**src/rtl/core/pcfc_pkg.sv**
```systemverilog
package pcfc_pkg;

  localparam int MAX_PAYLOAD_BYTES = 4096;
  localparam int CNT_W             = $clog2(MAX_PAYLOAD_BYTES + 1);
  localparam int DSUM_W            = 21;
  localparam int TAPS_W            = 13;
  localparam int ADDR_W            = 4;

  localparam logic [31:0] CRC_POLY     = 32'hedb8_8320;
  localparam logic [31:0] CRC_INIT     = 32'hffff_ffff;
  localparam logic [7:0]  OP_END       = 8'h00;
  localparam logic [7:0]  OP_DELAY     = 8'h01;
  localparam logic [7:0]  OP_TAP       = 8'h02;
  localparam logic [7:0]  USAGE_MIN    = 8'h04;
  localparam logic [7:0]  USAGE_MAX    = 8'h65;
  localparam logic [15:0] DELAY_MAX_MS = 16'd10000;

  localparam logic [31:0] EXPECTED_CRC_RST = 32'd0;
  localparam logic [19:0] DELAY_LIMIT_RST  = 20'd60000;
  localparam logic [11:0] TAP_LIMIT_RST    = 12'd1000;

  typedef enum logic [3:0] {
    ST_OK       = 4'd0,
    ST_CRC      = 4'd1,
    ST_TRAILING = 4'd2,
    ST_TRUNC    = 4'd3,
    ST_DRANGE   = 4'd4,
    ST_DLIMIT   = 4'd5,
    ST_USAGE    = 4'd6,
    ST_TAPS     = 4'd7,
    ST_OPCODE   = 4'd8,
    ST_NOEND    = 4'd9,
    ST_LENGTH   = 4'd10
  } status_e;

  typedef enum logic [1:0] {
    POS_OPCODE = 2'd0,
    POS_FIRST  = 2'd1,
    POS_SECOND = 2'd2,
    POS_ENDED  = 2'd3
  } pos_e;

  typedef enum logic [1:0] {
    REG_EXPECTED_CRC = 2'd0,
    REG_DELAY_LIMIT  = 2'd1,
    REG_TAP_LIMIT    = 2'd2
  } reg_idx_e;

  typedef struct packed {
    logic [31:0] expected_crc;
    logic [19:0] total_delay_limit;
    logic [11:0] tap_limit;
  } cfg_t;

  typedef struct packed {
    logic        final_res;
    status_e     status;
    logic [31:0] checksum;
  } res_t;

  // reflected CRC-32, one byte, bit at a time
  function automatic logic [31:0] crc_byte(logic [31:0] crc, logic [7:0] b);
    logic [31:0] c;
    c = crc ^ {24'd0, b};
    for (int k = 0; k < 8; k++) begin
      c = (c >> 1) ^ (CRC_POLY & {32{c[0]}});
    end
    return c;
  endfunction

endpackage

```
**src/rtl/core/pcfc_if.sv**
```systemverilog
interface pcfc_in_if;
  logic       valid;
  logic       ready;
  logic [7:0] payload_byte;
  logic       last_byte;

  modport source (output valid, output payload_byte, output last_byte, input ready);
  modport sink (input valid, input payload_byte, input last_byte, output ready);
endinterface

interface pcfc_out_if;
  logic        valid;
  logic        ready;
  logic        final_res;
  logic [3:0]  status;
  logic [31:0] checksum;

  modport source (output valid, output final_res, output status, output checksum,
                  input ready);
  modport sink (input valid, input final_res, input status, input checksum,
                output ready);
endinterface

```
**src/rtl/core/pcfc_engine.sv**
```systemverilog
module pcfc_engine
  import pcfc_pkg::*;
(
  input  logic       clk_i,
  input  logic       rst_ni,
  input  logic       accept_i,
  input  logic [7:0] payload_byte_i,
  input  logic       last_byte_i,
  input  cfg_t       cfg_i,
  output res_t       res_o
);

  logic [31:0]       crc_q, crc_d;
  pos_e              pos_q, pos_d;
  logic              is_delay_q, is_delay_d;
  logic [7:0]        held_q, held_d;
  logic [DSUM_W-1:0] dsum_q, dsum_d;
  logic [TAPS_W-1:0] taps_q, taps_d;
  status_e           err_q, err_d, err_pre;
  logic [CNT_W-1:0]  count_q, count_d;

  logic [31:0]       sum;
  logic [15:0]       delay_val;
  logic [DSUM_W-1:0] dsum_add;
  logic [TAPS_W-1:0] taps_add;
  logic              too_long;

  assign crc_d     = crc_byte(crc_q, payload_byte_i);
  assign sum       = ~crc_d;
  assign delay_val = {held_q, payload_byte_i};
  assign dsum_add  = dsum_q + DSUM_W'(delay_val);
  assign taps_add  = taps_q + TAPS_W'(1);
  assign too_long  = (count_q >= CNT_W'(MAX_PAYLOAD_BYTES));

  // next state: length check, then instruction parse while no error
  always_comb begin
    pos_d      = pos_q;
    is_delay_d = is_delay_q;
    held_d     = held_q;
    dsum_d     = dsum_q;
    taps_d     = taps_q;
    count_d    = count_q;
    err_pre    = err_q;
    if (too_long) begin
      err_pre = ST_LENGTH;
    end else begin
      count_d = count_q + CNT_W'(1);
    end
    err_d = err_pre;
    if (err_pre == ST_OK) begin
      unique case (pos_q)
        POS_OPCODE: begin
          if (payload_byte_i == OP_END) begin
            pos_d = POS_ENDED;
          end else if (payload_byte_i == OP_DELAY || payload_byte_i == OP_TAP) begin
            is_delay_d = (payload_byte_i == OP_DELAY);
            pos_d      = POS_FIRST;
          end else begin
            err_d = ST_OPCODE;
          end
        end
        POS_FIRST: begin
          held_d = payload_byte_i;
          pos_d  = POS_SECOND;
        end
        POS_SECOND: begin
          pos_d = POS_OPCODE;
          if (is_delay_q) begin
            if (delay_val == 16'd0 || delay_val > DELAY_MAX_MS) begin
              err_d = ST_DRANGE;
            end else begin
              dsum_d = dsum_add;
              if (dsum_add > DSUM_W'(cfg_i.total_delay_limit)) begin
                err_d = ST_DLIMIT;
              end
            end
          end else begin
            if (payload_byte_i < USAGE_MIN || payload_byte_i > USAGE_MAX) begin
              err_d = ST_USAGE;
            end else begin
              taps_d = taps_add;
              if (taps_add > TAPS_W'(cfg_i.tap_limit)) begin
                err_d = ST_TAPS;
              end
            end
          end
        end
        POS_ENDED: begin
          err_d = ST_TRAILING;
        end
        default: begin
          err_d = ST_TRAILING;
        end
      endcase
    end
  end

  // result: running status, or the final verdict on the last byte
  always_comb begin
    res_o.final_res = last_byte_i;
    res_o.checksum  = sum;
    res_o.status    = err_d;
    if (last_byte_i) begin
      priority if (err_d == ST_LENGTH) begin
        res_o.status = ST_LENGTH;
      end else if (sum != cfg_i.expected_crc) begin
        res_o.status = ST_CRC;
      end else if (err_d != ST_OK) begin
        res_o.status = err_d;
      end else if (pos_d == POS_ENDED) begin
        res_o.status = ST_OK;
      end else if (pos_d == POS_OPCODE) begin
        res_o.status = ST_NOEND;
      end else begin
        res_o.status = ST_TRUNC;
      end
    end
  end

  always_ff @(posedge clk_i or negedge rst_ni) begin
    if (!rst_ni) begin
      crc_q      <= CRC_INIT;
      pos_q      <= POS_OPCODE;
      is_delay_q <= 1'b0;
      held_q     <= 8'd0;
      dsum_q     <= '0;
      taps_q     <= '0;
      err_q      <= ST_OK;
      count_q    <= '0;
    end else if (accept_i) begin
      if (last_byte_i) begin
        crc_q      <= CRC_INIT;
        pos_q      <= POS_OPCODE;
        is_delay_q <= 1'b0;
        held_q     <= 8'd0;
        dsum_q     <= '0;
        taps_q     <= '0;
        err_q      <= ST_OK;
        count_q    <= '0;
      end else begin
        crc_q      <= crc_d;
        pos_q      <= pos_d;
        is_delay_q <= is_delay_d;
        held_q     <= held_d;
        dsum_q     <= dsum_d;
        taps_q     <= taps_d;
        err_q      <= err_d;
        count_q    <= count_d;
      end
    end
  end

`ifndef SYNTHESIS
  a_clear_after_last: assert property (@(posedge clk_i) disable iff (!rst_ni)
    accept_i && last_byte_i |=> count_q == '0 && pos_q == POS_OPCODE && err_q == ST_OK
                                && crc_q == CRC_INIT)
    else $error("state not cleared after last byte");

  a_count_bound: assert property (@(posedge clk_i) disable iff (!rst_ni)
    count_q <= CNT_W'(MAX_PAYLOAD_BYTES))
    else $error("byte count past maximum");

  a_length_sticks: assert property (@(posedge clk_i) disable iff (!rst_ni)
    accept_i && !last_byte_i && too_long |=> err_q == ST_LENGTH)
    else $error("length error not latched");
`endif

endmodule

```
**src/rtl/core/pcfc_skid.sv**
```systemverilog
module pcfc_skid
  import pcfc_pkg::*;
(
  input  logic clk_i,
  input  logic rst_ni,
  input  logic in_valid_i,
  output logic in_ready_o,
  input  res_t in_data_i,
  output logic out_valid_o,
  input  logic out_ready_i,
  output res_t out_data_o
);

  logic main_valid_q, main_valid_d;
  logic skid_valid_q, skid_valid_d;
  res_t main_q, main_d;
  res_t skid_q, skid_d;
  logic push, pop;

  assign in_ready_o  = !skid_valid_q;
  assign out_valid_o = main_valid_q;
  assign out_data_o  = main_q;
  assign push        = in_valid_i && in_ready_o;
  assign pop         = main_valid_q && out_ready_i;

  always_comb begin
    main_valid_d = main_valid_q;
    skid_valid_d = skid_valid_q;
    main_d       = main_q;
    skid_d       = skid_q;
    if (pop) begin
      if (skid_valid_q) begin
        main_d       = skid_q;
        skid_valid_d = 1'b0;
      end else begin
        main_valid_d = push;
        main_d       = in_data_i;
      end
    end else if (push) begin
      if (!main_valid_q) begin
        main_valid_d = 1'b1;
        main_d       = in_data_i;
      end else begin
        // output stalled: park the transfer in the skid slot
        skid_valid_d = 1'b1;
        skid_d       = in_data_i;
      end
    end
  end

  always_ff @(posedge clk_i or negedge rst_ni) begin
    if (!rst_ni) begin
      main_valid_q <= 1'b0;
      skid_valid_q <= 1'b0;
    end else begin
      main_valid_q <= main_valid_d;
      skid_valid_q <= skid_valid_d;
    end
  end

  always_ff @(posedge clk_i) begin
    main_q <= main_d;
    skid_q <= skid_d;
  end

`ifndef SYNTHESIS
  a_skid_needs_main: assert property (@(posedge clk_i) disable iff (!rst_ni)
    skid_valid_q |-> main_valid_q)
    else $error("skid slot full while output slot empty");

  a_park_on_stall: assert property (@(posedge clk_i) disable iff (!rst_ni)
    push && main_valid_q && !out_ready_i |=> skid_valid_q && skid_q == $past(in_data_i))
    else $error("stalled transfer not parked");

  a_out_hold: assert property (@(posedge clk_i) disable iff (!rst_ni)
    out_valid_o && !out_ready_i |=> out_valid_o && $stable(out_data_o))
    else $error("stalled result changed");
`endif

endmodule

```
**src/rtl/core/payload_crc_and_format_check.sv**
```systemverilog
// Payload CRC-32 and instruction format checker.
// in_i carries one payload byte per transfer with a flag on the last byte.
// Every accepted byte yields exactly one result on out_o: final_res, status
// and the complemented CRC-32 over the bytes so far. Before the last byte,
// status shows the first format error or a later length error; on the last byte it
// is the final verdict and the checker returns to its cleared state.
// Each result is registered in the output slot of the skid buffer before it
// appears on out_o. Throughput is one byte per cycle while in_i.ready is high;
// the CRC byte step and the operand checks both finish within the cycle between the input
// handshake and the result register.
// When out_o stalls, one more result is held in a skid slot, and in_i.ready
// drops only once that slot is full; no result is lost or repeated.
// Reset clears CRC and parse state and loads the registers with their
// defaults (expected CRC 0, delay limit 60000 ms, tap limit 1000).
// APB registers: 0x0 expected CRC, 0x4 total delay limit, 0x8 tap limit;
// write them only while no payload is in progress.
module payload_crc_and_format_check
  import pcfc_pkg::*;
(
  input  logic              clk_i,
  input  logic              rst_ni,
  pcfc_in_if.sink           in_i,
  pcfc_out_if.source        out_o,
  input  logic              psel,
  input  logic              penable,
  input  logic              pwrite,
  input  logic [ADDR_W-1:0] paddr,
  input  logic [31:0]       pwdata,
  output logic [31:0]       prdata,
  output logic              pready
);

  cfg_t cfg_q;
  res_t res, out_res;
  logic in_ready, accept, cfg_wr;

  assign pready = 1'b1;
  assign cfg_wr = psel && penable && pwrite;

  always_ff @(posedge clk_i or negedge rst_ni) begin
    if (!rst_ni) begin
      cfg_q.expected_crc      <= EXPECTED_CRC_RST;
      cfg_q.total_delay_limit <= DELAY_LIMIT_RST;
      cfg_q.tap_limit         <= TAP_LIMIT_RST;
    end else if (cfg_wr) begin
      unique case (reg_idx_e'(paddr[3:2]))
        REG_EXPECTED_CRC: cfg_q.expected_crc      <= pwdata;
        REG_DELAY_LIMIT:  cfg_q.total_delay_limit <= pwdata[19:0];
        REG_TAP_LIMIT:    cfg_q.tap_limit         <= pwdata[11:0];
        default: ;
      endcase
    end
  end

  always_comb begin
    unique case (reg_idx_e'(paddr[3:2]))
      REG_EXPECTED_CRC: prdata = cfg_q.expected_crc;
      REG_DELAY_LIMIT:  prdata = {12'd0, cfg_q.total_delay_limit};
      REG_TAP_LIMIT:    prdata = {20'd0, cfg_q.tap_limit};
      default:          prdata = 32'd0;
    endcase
  end

  assign in_i.ready = in_ready;
  assign accept     = in_i.valid && in_ready;

  pcfc_engine u_engine (
    .clk_i          (clk_i),
    .rst_ni         (rst_ni),
    .accept_i       (accept),
    .payload_byte_i (in_i.payload_byte),
    .last_byte_i    (in_i.last_byte),
    .cfg_i          (cfg_q),
    .res_o          (res)
  );

  pcfc_skid u_skid (
    .clk_i       (clk_i),
    .rst_ni      (rst_ni),
    .in_valid_i  (in_i.valid),
    .in_ready_o  (in_ready),
    .in_data_i   (res),
    .out_valid_o (out_o.valid),
    .out_ready_i (out_o.ready),
    .out_data_o  (out_res)
  );

  assign out_o.final_res = out_res.final_res;
  assign out_o.status    = out_res.status;
  assign out_o.checksum  = out_res.checksum;

endmodule
```
**src/flat_wrapper.sv**
```systemverilog
// flat-port wrapper written by rule: the top's interface ports become plain ports
module payload_crc_and_format_check_flat import pcfc_pkg::*;
  (clk_i, rst_ni, psel, penable, pwrite, paddr, pwdata, prdata, pready, in_i_valid, in_i_payload_byte, in_i_last_byte, in_i_ready, out_o_valid, out_o_final_res, out_o_status, out_o_checksum, out_o_ready);
  pcfc_in_if in_i_i ();
  pcfc_out_if out_o_i ();
  input  logic clk_i;
  input  logic rst_ni;
  input  logic psel;
  input  logic penable;
  input  logic pwrite;
  input  logic [ADDR_W-1:0] paddr;
  input  logic [31:0] pwdata;
  output logic [31:0] prdata;
  output logic pready;
  input wire logic [$bits(in_i_i.valid)-1:0] in_i_valid;
  input wire logic [$bits(in_i_i.payload_byte)-1:0] in_i_payload_byte;
  input wire logic [$bits(in_i_i.last_byte)-1:0] in_i_last_byte;
  output wire logic [$bits(in_i_i.ready)-1:0] in_i_ready;
  output wire logic [$bits(out_o_i.valid)-1:0] out_o_valid;
  output wire logic [$bits(out_o_i.final_res)-1:0] out_o_final_res;
  output wire logic [$bits(out_o_i.status)-1:0] out_o_status;
  output wire logic [$bits(out_o_i.checksum)-1:0] out_o_checksum;
  input wire logic [$bits(out_o_i.ready)-1:0] out_o_ready;
  assign in_i_i.valid = in_i_valid;
  assign in_i_i.payload_byte = in_i_payload_byte;
  assign in_i_i.last_byte = in_i_last_byte;
  assign in_i_ready = in_i_i.ready;
  assign out_o_valid = out_o_i.valid;
  assign out_o_final_res = out_o_i.final_res;
  assign out_o_status = out_o_i.status;
  assign out_o_checksum = out_o_i.checksum;
  assign out_o_i.ready = out_o_ready;
  payload_crc_and_format_check u_core (.clk_i(clk_i), .rst_ni(rst_ni), .in_i(in_i_i), .out_o(out_o_i), .psel(psel), .penable(penable), .pwrite(pwrite), .paddr(paddr), .pwdata(pwdata), .prdata(prdata), .pready(pready));
endmodule
```
**config.mk**
```make
export PLATFORM = sky130hd
export DESIGN_NAME = payload_crc_and_format_check_flat
export DESIGN_NICKNAME = d
export VERILOG_FILES = /design/src/rtl/core/pcfc_pkg.sv /design/src/rtl/core/pcfc_if.sv /design/src/rtl/core/pcfc_engine.sv /design/src/rtl/core/pcfc_skid.sv /design/src/rtl/core/payload_crc_and_format_check.sv /design/src/flat_wrapper.sv
export SDC_FILE = /design/constraint.sdc
export NUM_CORES = 1
export LEC_CHECK = 0
export ABC_AREA = 1
export CAP_MARGIN = 20
export CORE_MARGIN = 3
export CORE_UTILIZATION = 60
export DETAILED_ROUTE_END_ITERATION = 6
export DONT_BUFFER_PORTS = 1
export PLACE_DENSITY_LB_ADDON = 0.1
export SYNTH_ARGS = -nofsm -noshare
export SYNTH_HDL_FRONTEND = slang
export SYNTH_HIERARCHICAL = 1
export SYNTH_SLANG_ARGS = --single-unit
```
**constraint.sdc**
```tcl
create_clock -name clk_i -period 10.2 [get_ports clk_i]
set_clock_uncertainty 0.05 [all_clocks]
set_input_delay 1.53 -clock clk_i [delete_from_list [all_inputs] [get_ports clk_i]]
set_output_delay 1.53 -clock clk_i [all_outputs]
set_load 0.02 [all_outputs]
```
==> results of run 1 <==
==> critical path, delay by kind of cell <==
kind	cells	cell delay, ns
fa+ha+maj	3	0.86
xor+xnor	1	0.27
simple gates	21	1.76
buf+inv	2	0.16
compound gates	7	1.43
==> logic make-up after synthesis <==
logic type,after synthesis,synth area share [%]
other,1,0.0283
adders and majority gates,53,5.06
AOI/OAI and AO/OA,163,7.21
and+or+nand+nor,772,24.4
xor gates and xnor gates,116,8.39
buffers and inverters,241,7.53
DFF,234,47.4
==> layout make-up <==
| cell class | count | share of cell area (%) |
|---|---|---|
| Timing Repair Buffer | 8 | 0.646 |
| Sequential cell | 234 | 43.8 |
| Clock inverter | 11 | 1.22 |
| Inverter | 191 | 5.00 |
| Multi-Input combinational cell | 1105 | 41.9 |
| Clock buffer | 37 | 5.03 |
| Tap cell | 275 | 2.40 |
==> worst max-delay path by stage <==
stage,to,depth (start not counted)
final,u_core/u_skid/out_data_o[32]$_DFFE_PP_,34
after floorplan,u_core/u_skid/out_data_o[32]$_DFFE_PP_,34
after detailed placement,u_core/u_skid/out_data_o[32]$_DFFE_PP_,34
after global routing,u_core/u_skid/out_data_o[32]$_DFFE_PP_,34
after global placement,u_core/u_skid/out_data_o[32]$_DFFE_PP_,34
after CTS,u_core/u_skid/out_data_o[32]$_DFFE_PP_,34
==> sequential cells by signal, summed over array words and instances (netlist names) <==
register and cells:
u_core/cfg_q 64, u_core/u_skid/out_data_o 37, u_core/u_skid/skid_q 37, u_core/u_engine/crc_q 32, u_core/u_engine/dsum_q 21, u_core/u_engine/count_q 13
u_core/u_engine/taps_q 13, u_core/u_engine/held_q 8, u_core/u_engine/err_q 4, u_core/u_engine/pos_q 2, u_core/u_engine/is_delay_q 1, u_core/u_skid/out_valid_o 1
u_core/u_skid/skid_valid_q 1
==> cells in the final DEF, fill, tap and decap left out, types with 8 or more instances in the layout <==
cell	netlist	final
sky130_fd_sc_hd__ha_1	52	52
sky130_fd_sc_hd__xor2_1	81	81
sky130_fd_sc_hd__inv_1	179	179
sky130_fd_sc_hd__o21ai_0	39	38
sky130_fd_sc_hd__nand2_1	534	534
sky130_fd_sc_hd__dfstp_2	45	45
sky130_fd_sc_hd__nand2_2	10	10
sky130_fd_sc_hd__edfxtp_1	74	74
sky130_fd_sc_hd__clkbuf_1	12	8
sky130_fd_sc_hd__a22o_1	13	13
sky130_fd_sc_hd__clkbuf_16	0	26
sky130_fd_sc_hd__a21oi_1	59	59
sky130_fd_sc_hd__o22ai_1	22	22
sky130_fd_sc_hd__nand4_1	49	49
sky130_fd_sc_hd__dfrtp_1	115	115
sky130_fd_sc_hd__nor2_1	87	85
sky130_fd_sc_hd__nand3_1	52	52
sky130_fd_sc_hd__xnor2_1	25	25
sky130_fd_sc_hd__inv_2	12	12
sky130_fd_sc_hd__nor3_1	16	16
==> routing by layer <==
layer  wire length (um)  global-route usage [%]  vias to the layer above
met4               1180                    9.04                        0
met2              15300                    44.1                      368
met5                  0                       0                        -
met1              14100                    37.5                     5007
met3               2380                    5.74                       74
li1                   -                       -                     5065
==> report_power, final <==
| part | internal (mW) | total [mW] | switching, mW | leakage, nW |
|---|---|---|---|---|
| combinational | 0.631 | 1.97 | 1.34 | 3.90 |
| sequential | 1.42 | 1.67 | 0.253 | 2.69 |
| clock | 0.596 | 0.980 | 0.384 | 0.431 |
==> metrics.cfg, run 1 <==
[global_routing]
initial_antenna_violation_count = 0
grt_max_degree = 161
first_pass_grt_wire_length_um = 53000
first_global_vias = 9968
grt-ovfl-total = 0
grtUsageTotal_pct = 27.4

[route]
drc_errors = 0
routedWlPerCell_um = 17.7
vias_per_cell = 5.65
detail-route-antenna-nets = 0
routed-via-count = 10514
firstDrtPassIters = 5
drt_iter0_markers = 677
routed_wirelength_um = 33000

[sta]
max_clock_freq_ghz = 0.174
hold_violations = 0
worst_pin_slew_ns = 1.05
final.period_utilization_pct = 56.4
final_max_slew_viol_count = 0
timing.slew.headroom_pct = 29.6
tns_ns = 0
setup_viol_count_final = 0
postLayoutSetupSlackWorst_ns = 4.45
finalCriticalPeriod_ns = 5.75
timing.hold.ws_ns = 0.425
grt_setup_unrepaired = no

[synthesis]
number_of_synthesized_register_bits = 234
syn_avg_cell_area_um2 = 8.40
synth_cells = 1580
part_of_the_yosys_area_used_for_sequential_elements_pct = 47.4
synth-edff-count = 74
synth_nets = 1685
synth.top_cells.by_count = 534 x sky130_fd_sc_hd__nand2_1, 179 x sky130_fd_sc_hd__inv_1, 115 x sky130_fd_sc_hd__dfrtp_1
synth_most_common_cell = sky130_fd_sc_hd__nand2_1
synthDominantAreaCellType = sky130_fd_sc_hd__dfrtp_1
top_cells_by_area_in_the_synthesized_netlist = sky130_fd_sc_hd__dfrtp_1 22%, sky130_fd_sc_hd__edfxtp_1 17%, sky130_fd_sc_hd__nand2_1 15%
synth.lib_cells_used.distinct = 50
postSynth.topFlopCell = sky130_fd_sc_hd__dfrtp_1
yosysWarnings = 6
synthesis.area_mm2 = 0.0133
yosysTopAreaCellShare_pct = 21.7
synth_async_reset_ratio_pct = 68.4

[clock_network]
cts-resized-gates = 0
clkLatencyLatePin_ns = 0.54
cts_made_buffers = 26
ctsHtreeMaxLevel = 1
post_cts.repair.setup_buffers = 0
cts_tree = yes
cts_num_sinks = 234
cts_root_buf = sky130_fd_sc_hd__clkbuf_16
holdBufCountCts = 0
clkTransAtPathRegs_ns = 0.06
clock_tree.buffer_depth = 3

[worst_setup_path]
setup.worst_path.class = in -> reg
critical_path.max_stage_delay_ns = 0.40
start_kind = input port
critPathMaxFanout = 7
worst_r2r_startpoint = u_core/u_engine/dsum_q[0]$_DFFE_PN0P_
regToRegEndpoint = u_core/u_skid/out_data_o[32]$_DFFE_PP_
setup.reg_to_reg.worst_slack_ns = 5.08
crit_arrival_ns = 5.99
end_kind = flip-flop
worst-endpoint-required_ns = 10.44
cp_common_cell = sky130_fd_sc_hd__nand2_1
timing.critical_path.slowest_stage_cell = sky130_fd_sc_hd__fa_1
crit_path_start = in_i_payload_byte[0]
reg2regPathDepth = 34

[placement]
numPlacedInstances = 1810
detailed_place.area_mm2 = 0.0134
post-dp-hpwl_um = 23400
placement.setup.worst_slack_ns = 4.00
port-buffer-count = 0
place.gp.congestion = 0.890

[hold_path]
timing.hold.worst.start = u_core/cfg_q[27]$_DFFE_PN1P_
min_delay_path_depth = 2
hp-class = reg -> reg
whs_endpoint = u_core/cfg_q[27]$_DFFE_PN1P_

[power_and_ir_drop]
vdd_drop_max_uv = 186
power.total_mw = 4.62
static-leakage-power_nw = 7.02
power.density_cell_area_mw_per_mm2 = 322

[final_layout]
instances_no_fill = 1861
filler_cell_count = 1736
final_layout_size_suffix_gt1_share_pct = 8.89
ff_latch_area_mm2 = 0.00628
final_nets = 1671
n_antenna_cell = 0
final_util_pct = 67.2
design_area_mm2 = 0.0143
flow.area_growth_from_synthesis_pct = 8.09
multi_input_area_mm2 = 0.00601

[floorplan]
die_boundary_height_um = 155
placementRows = 53
initial_utilization_pct = 62.1
dieArea_mm2 = 0.0239
core_area_mm2 = 0.0214
die_wd_um = 155
top_level_ports = 124

[job]
cap_viol_max_count = 0

[outcome]
status = completed

Power figures use the tool's default switching activity.
==> run 2: changes to the inputs <==
- ABC_AREA: 1 -> 0
- clock period: 10.2 -> 5.9 ns (I/O delays scaled with it)
==> run 2 against run 1 <==
Area after synthesis increased by 0.50%. Clock power increased by 67%. Combinational power increased by 74%. Routed wire length decreased by 4.8%. Sequential cell count unchanged. First-iteration DRC count decreased by 6.4%. Register-to-register slack got worse by 4.7 ns. Power increased by 73%. Via count decreased by 15%. Cell count decreased by 22%. Largest cell class is now multi-input combinational cells. Highest routed layer unchanged.
==> metrics.cfg, run 2 <==
[global_routing]
grt-ovfl-total = 0  ; unchanged
initial_antenna_violation_count = 0  ; unchanged
grtUsageTotal_pct = 25.7  ; was 27.4%
first_global_vias = 8812  ; was 9968
first_pass_grt_wire_length_um = 49200  ; was 53000 um
grt_max_degree = 114  ; was 161

[route]
met3_wirelength_um = 1850  ; was 2380 um
drc_errors = 0  ; unchanged
wl_met2_um = 14500  ; was 15300 um
top_layer_used = met4  ; unchanged
routed_wirelength_um = 31400  ; was 33000 um
detail-route-antenna-nets = 0  ; unchanged
routed-via-count = 8947  ; was 10514
vias_per_cell = 6.13  ; was 5.65
firstDrtPassIters = 6  ; was 5
drt_iter0_markers = 634  ; was 677
routedWlPerCell_um = 21.5  ; was 17.7 um
drt-met1-wl_um = 14000  ; was 14100 um

[synthesis]
synth.top_cells.by_count = 115 x sky130_fd_sc_hd__dfrtp_1, 88 x sky130_fd_sc_hd__nor2_1, 74 x sky130_fd_sc_hd__edfxtp_1  ; was 534 x sky130_fd_sc_hd__nand2_1, 179 x sky130_fd_sc_hd__inv_1, 115 x sky130_fd_sc_hd__dfrtp_1
synthesis.area_mm2 = 0.0133  ; about the same
number_of_synthesized_register_bits = 234  ; unchanged
synth.lib_cells_used.distinct = 74  ; was 50
synth_nets = 1267  ; was 1685
yosysWarnings = 6  ; unchanged
postSynth.topFlopCell = sky130_fd_sc_hd__dfrtp_1  ; unchanged
syn_avg_cell_area_um2 = 11.5  ; was 8.40 um^2
synthDominantAreaCellType = sky130_fd_sc_hd__dfrtp_1  ; unchanged
synth_cells = 1162  ; was 1580
yosysTopAreaCellShare_pct = 21.6  ; was 21.7%
synth_most_common_cell = sky130_fd_sc_hd__dfrtp_1  ; was sky130_fd_sc_hd__nand2_1
top_cells_by_area_in_the_synthesized_netlist = sky130_fd_sc_hd__dfrtp_1 22%, sky130_fd_sc_hd__edfxtp_1 17%, sky130_fd_sc_hd__dfstp_2 8.9%  ; was sky130_fd_sc_hd__dfrtp_1 22%, sky130_fd_sc_hd__edfxtp_1 17%, sky130_fd_sc_hd__nand2_1 15%
synth-edff-count = 74  ; unchanged
part_of_the_yosys_area_used_for_sequential_elements_pct = 47.1  ; was 47.4%
synth_async_reset_ratio_pct = 68.4  ; unchanged

[power_and_ir_drop]
power.density_cell_area_mw_per_mm2 = 552  ; was 322 mW/mm^2
vdd_drop_max_uv = 315  ; was 186 uV
static-leakage-power_nw = 6.33  ; was 7.02 nW
combinationalPowerShare_pct = 42.8  ; was 42.6%
switching_share_pct = 37.6  ; was 42.7%
part_of_the_power_in_registers_pct = 36.7  ; was 36.2%
cell_internal_pwr_mw = 5.00  ; was 2.65 mW
net-switching-power_mw = 3.01  ; was 1.98 mW
clock_power_share_pct = 20.5  ; was 21.2%
power.total_mw = 8.01  ; was 4.62 mW

[sta]
grt_setup_unrepaired = no  ; unchanged
final.period_utilization_pct = 92.9
hold_violations = 0  ; unchanged
worst_pin_slew_ns = 1.01  ; was 1.05 ns
max_clock_freq_ghz = 0.182
timing.slew.headroom_pct = 32.3  ; was 29.6%
finalCriticalPeriod_ns = 5.48
final_max_slew_viol_count = 0  ; unchanged
setup_viol_count_final = 0  ; unchanged

[final_layout]
most-common-layout-cells = 115 x sky130_fd_sc_hd__dfrtp_1, 88 x sky130_fd_sc_hd__nor2_1, 74 x sky130_fd_sc_hd__edfxtp_1  ; was 534 x sky130_fd_sc_hd__nand2_1, 179 x sky130_fd_sc_hd__inv_1, 115 x sky130_fd_sc_hd__dfrtp_1
largest_reg_flops = 64  ; unchanged
n_antenna_cell = 0  ; unchanged
top_register_by_number_of_flip_flops = u_core/cfg_q  ; unchanged
design_area_mm2 = 0.0145  ; was 0.0143 mm^2
final_layout_size_suffix_gt1_share_pct = 20.0  ; was 8.89%
final_nets = 1268  ; was 1671
final_common_cell = sky130_fd_sc_hd__dfrtp_1  ; was sky130_fd_sc_hd__nand2_1
flow.area_growth_from_synthesis_pct = 8.82  ; was 8.09%

[floorplan]
initial_utilization_pct = 62.2  ; was 62.1%
die_wd_um = 155  ; about the same
die_boundary_height_um = 155  ; about the same
dieArea_mm2 = 0.0240  ; was 0.0239 mm^2
top_level_ports = 124  ; unchanged
core_area_mm2 = 0.0214  ; about the same
placementRows = 53  ; unchanged

[worst_setup_path]
start_kind = flip-flop  ; was input port
worst-endpoint-required_ns = 6.26  ; was 10.44 ns
end_kind = flip-flop  ; unchanged
timing.critical_path.slowest_stage_cell = sky130_fd_sc_hd__a2111oi_0  ; was sky130_fd_sc_hd__fa_1
critPathMaxFanout = 6  ; was 7
worst_r2r_startpoint = u_core/u_engine/dsum_q[4]$_DFFE_PN0P_  ; was u_core/u_engine/dsum_q[0]$_DFFE_PN0P_
setup.reg_to_reg.worst_slack_ns = 0.42  ; was 5.08 ns
crit_arrival_ns = 5.84  ; was 5.99 ns
critical_path.max_stage_delay_ns = 0.46  ; was 0.40 ns
reg2regPathDepth = 20  ; was 34
regToRegEndpoint = u_core/u_skid/out_data_o[33]$_DFFE_PP_  ; was u_core/u_skid/out_data_o[32]$_DFFE_PP_
worstPathCellList = ha_1, o21a_1, o21a_1, and3_1, a211oi_1, o31ai_2, a2111oi_0, nor3_1, nand2b_1, xnor2_1, ha_1, nor2b_1, a2111oi_1, a221o_1, a31oi_1, nor4b_1, a2bb2oi_2, a31oi_1, o22ai_1, mux2_4
setup.worst_path.class = reg -> reg  ; was in -> reg

[placement]
detailed_place.area_mm2 = 0.0136  ; was 0.0134 mm^2
port-buffer-count = 0  ; unchanged
post-dp-hpwl_um = 21900  ; was 23400 um
place.gp.congestion = 0.846  ; was 0.890

[clock_network]
cts_num_sinks = 234  ; unchanged
cts_tree = yes  ; unchanged
cts_root_buf = sky130_fd_sc_hd__clkbuf_16  ; unchanged
clkTransAtPathRegs_ns = 0.06  ; about the same
post_cts.repair.setup_buffers = 0  ; unchanged
cts_made_buffers = 27  ; was 26
clkLatencyLatePin_ns = 0.54  ; about the same
clock_tree.buffer_depth = 3  ; unchanged
ctsHtreeMaxLevel = 1  ; unchanged

[hold_path]
hp-class = in -> async  ; was reg -> reg

[job]
cap_viol_max_count = 0  ; unchanged

[outcome]
status = completed  ; unchanged

run 2: per-layer routing:
layer  vias up  global-route usage, %
li1       4189                      -
met1      4438                   36.2
met2       256                   40.5
met3        64                   5.17
met4         0                   8.37
met5         -                      0
run 2: cell families after synthesis:
group | after synthesis | share of synthesized area [%]
compound gates | 235 | 11.3
simple gates | 269 | 10.2
other cells | 1 | 0.0281
fa+ha+maj | 53 | 5.03
xor+xnor | 133 | 11.4
flops | 234 | 47.1
buf+inv | 114 | 3.81
mux | 123 | 11.0
run 2: critical path, delay by kind of cell (launching register included):
| family | cells | cell delay, ns |
|---|---|---|
| xor gates and xnor gates | 1 | 0.16 |
| and+or+nand+nor | 5 | 1.10 |
| AOI/OAI and AO/OA | 11 | 2.83 |
| muxes | 1 | 0.19 |
| adders and majority gates | 2 | 0.64 |
| DFF | 1 | 0.39 |
run 2: how the worst max path moves through the flow:
stage	start	end	slack, ns	cells after the start
finish	u_core/u_engine/dsum_q[4]$_DFFE_PN0P_	u_core/u_skid/out_data_o[33]$_DFFE_PP_	0.42	20
global placement	in_i_payload_byte[1]	u_core/u_skid/out_data_o[32]$_DFFE_PP_	-0.03	19
floorplan	in_i_payload_byte[1]	u_core/u_skid/out_data_o[34]$_DFFE_PP_	0.35	22
detailed placement	in_i_payload_byte[4]	u_core/u_skid/out_data_o[35]$_DFFE_PP_	-0.19	20
global route	u_core/u_engine/dsum_q[4]$_DFFE_PN0P_	u_core/u_skid/out_data_o[35]$_DFFE_PP_	0.08	20
CTS	u_core/u_engine/dsum_q[4]$_DFFE_PN0P_	u_core/u_skid/out_data_o[35]$_DFFE_PP_	0.24	20
run 2: power groups by stage:
stage / sequential (mW) / clock, mW / combinational [mW]
after global routing: 3.00 / 1.73 / 3.70
after CTS: 2.95 / 1.67 / 3.40
final: 2.94 / 1.64 / 3.43
after detailed placement: 2.98 / 0 / 3.35
after floorplan: 2.87 / 0 / 2.59
after global placement: 2.95 / 0 / 3.25
run 2: final cells by class:
type / count / area, um^2
fill: 1598 / 6910
multi-input combinational: 814 / 6590
sequential: 234 / 6280
clock buffer: 40 / 795
tap: 275 / 344
inverter: 71 / 267
timing repair buffer: 15 / 148
clock inverter: 10 / 87.6
run 2: per-stage QoR:
step                      utilization [%]  hold slack [ns]  std cells  TNS (ns)  worst slack (ns)
after floorplan                         -            0.404       1162         0             0.349
final                                67.7            0.150       1459         0             0.419
after global routing                 67.7            0.119       1459         0            0.0813
after global placement               63.3            0.429       1406   -0.0491           -0.0305
after detailed placement             63.3            0.432       1406    -0.668            -0.194
after CTS                            67.6            0.129       1458         0             0.235
run 2: what timing repair did:
item,CTS,global route
hold buffers,2,0
setup endpoints to repair,0,5
endpoints found under the hold margin,113,0
resized for setup,0,4
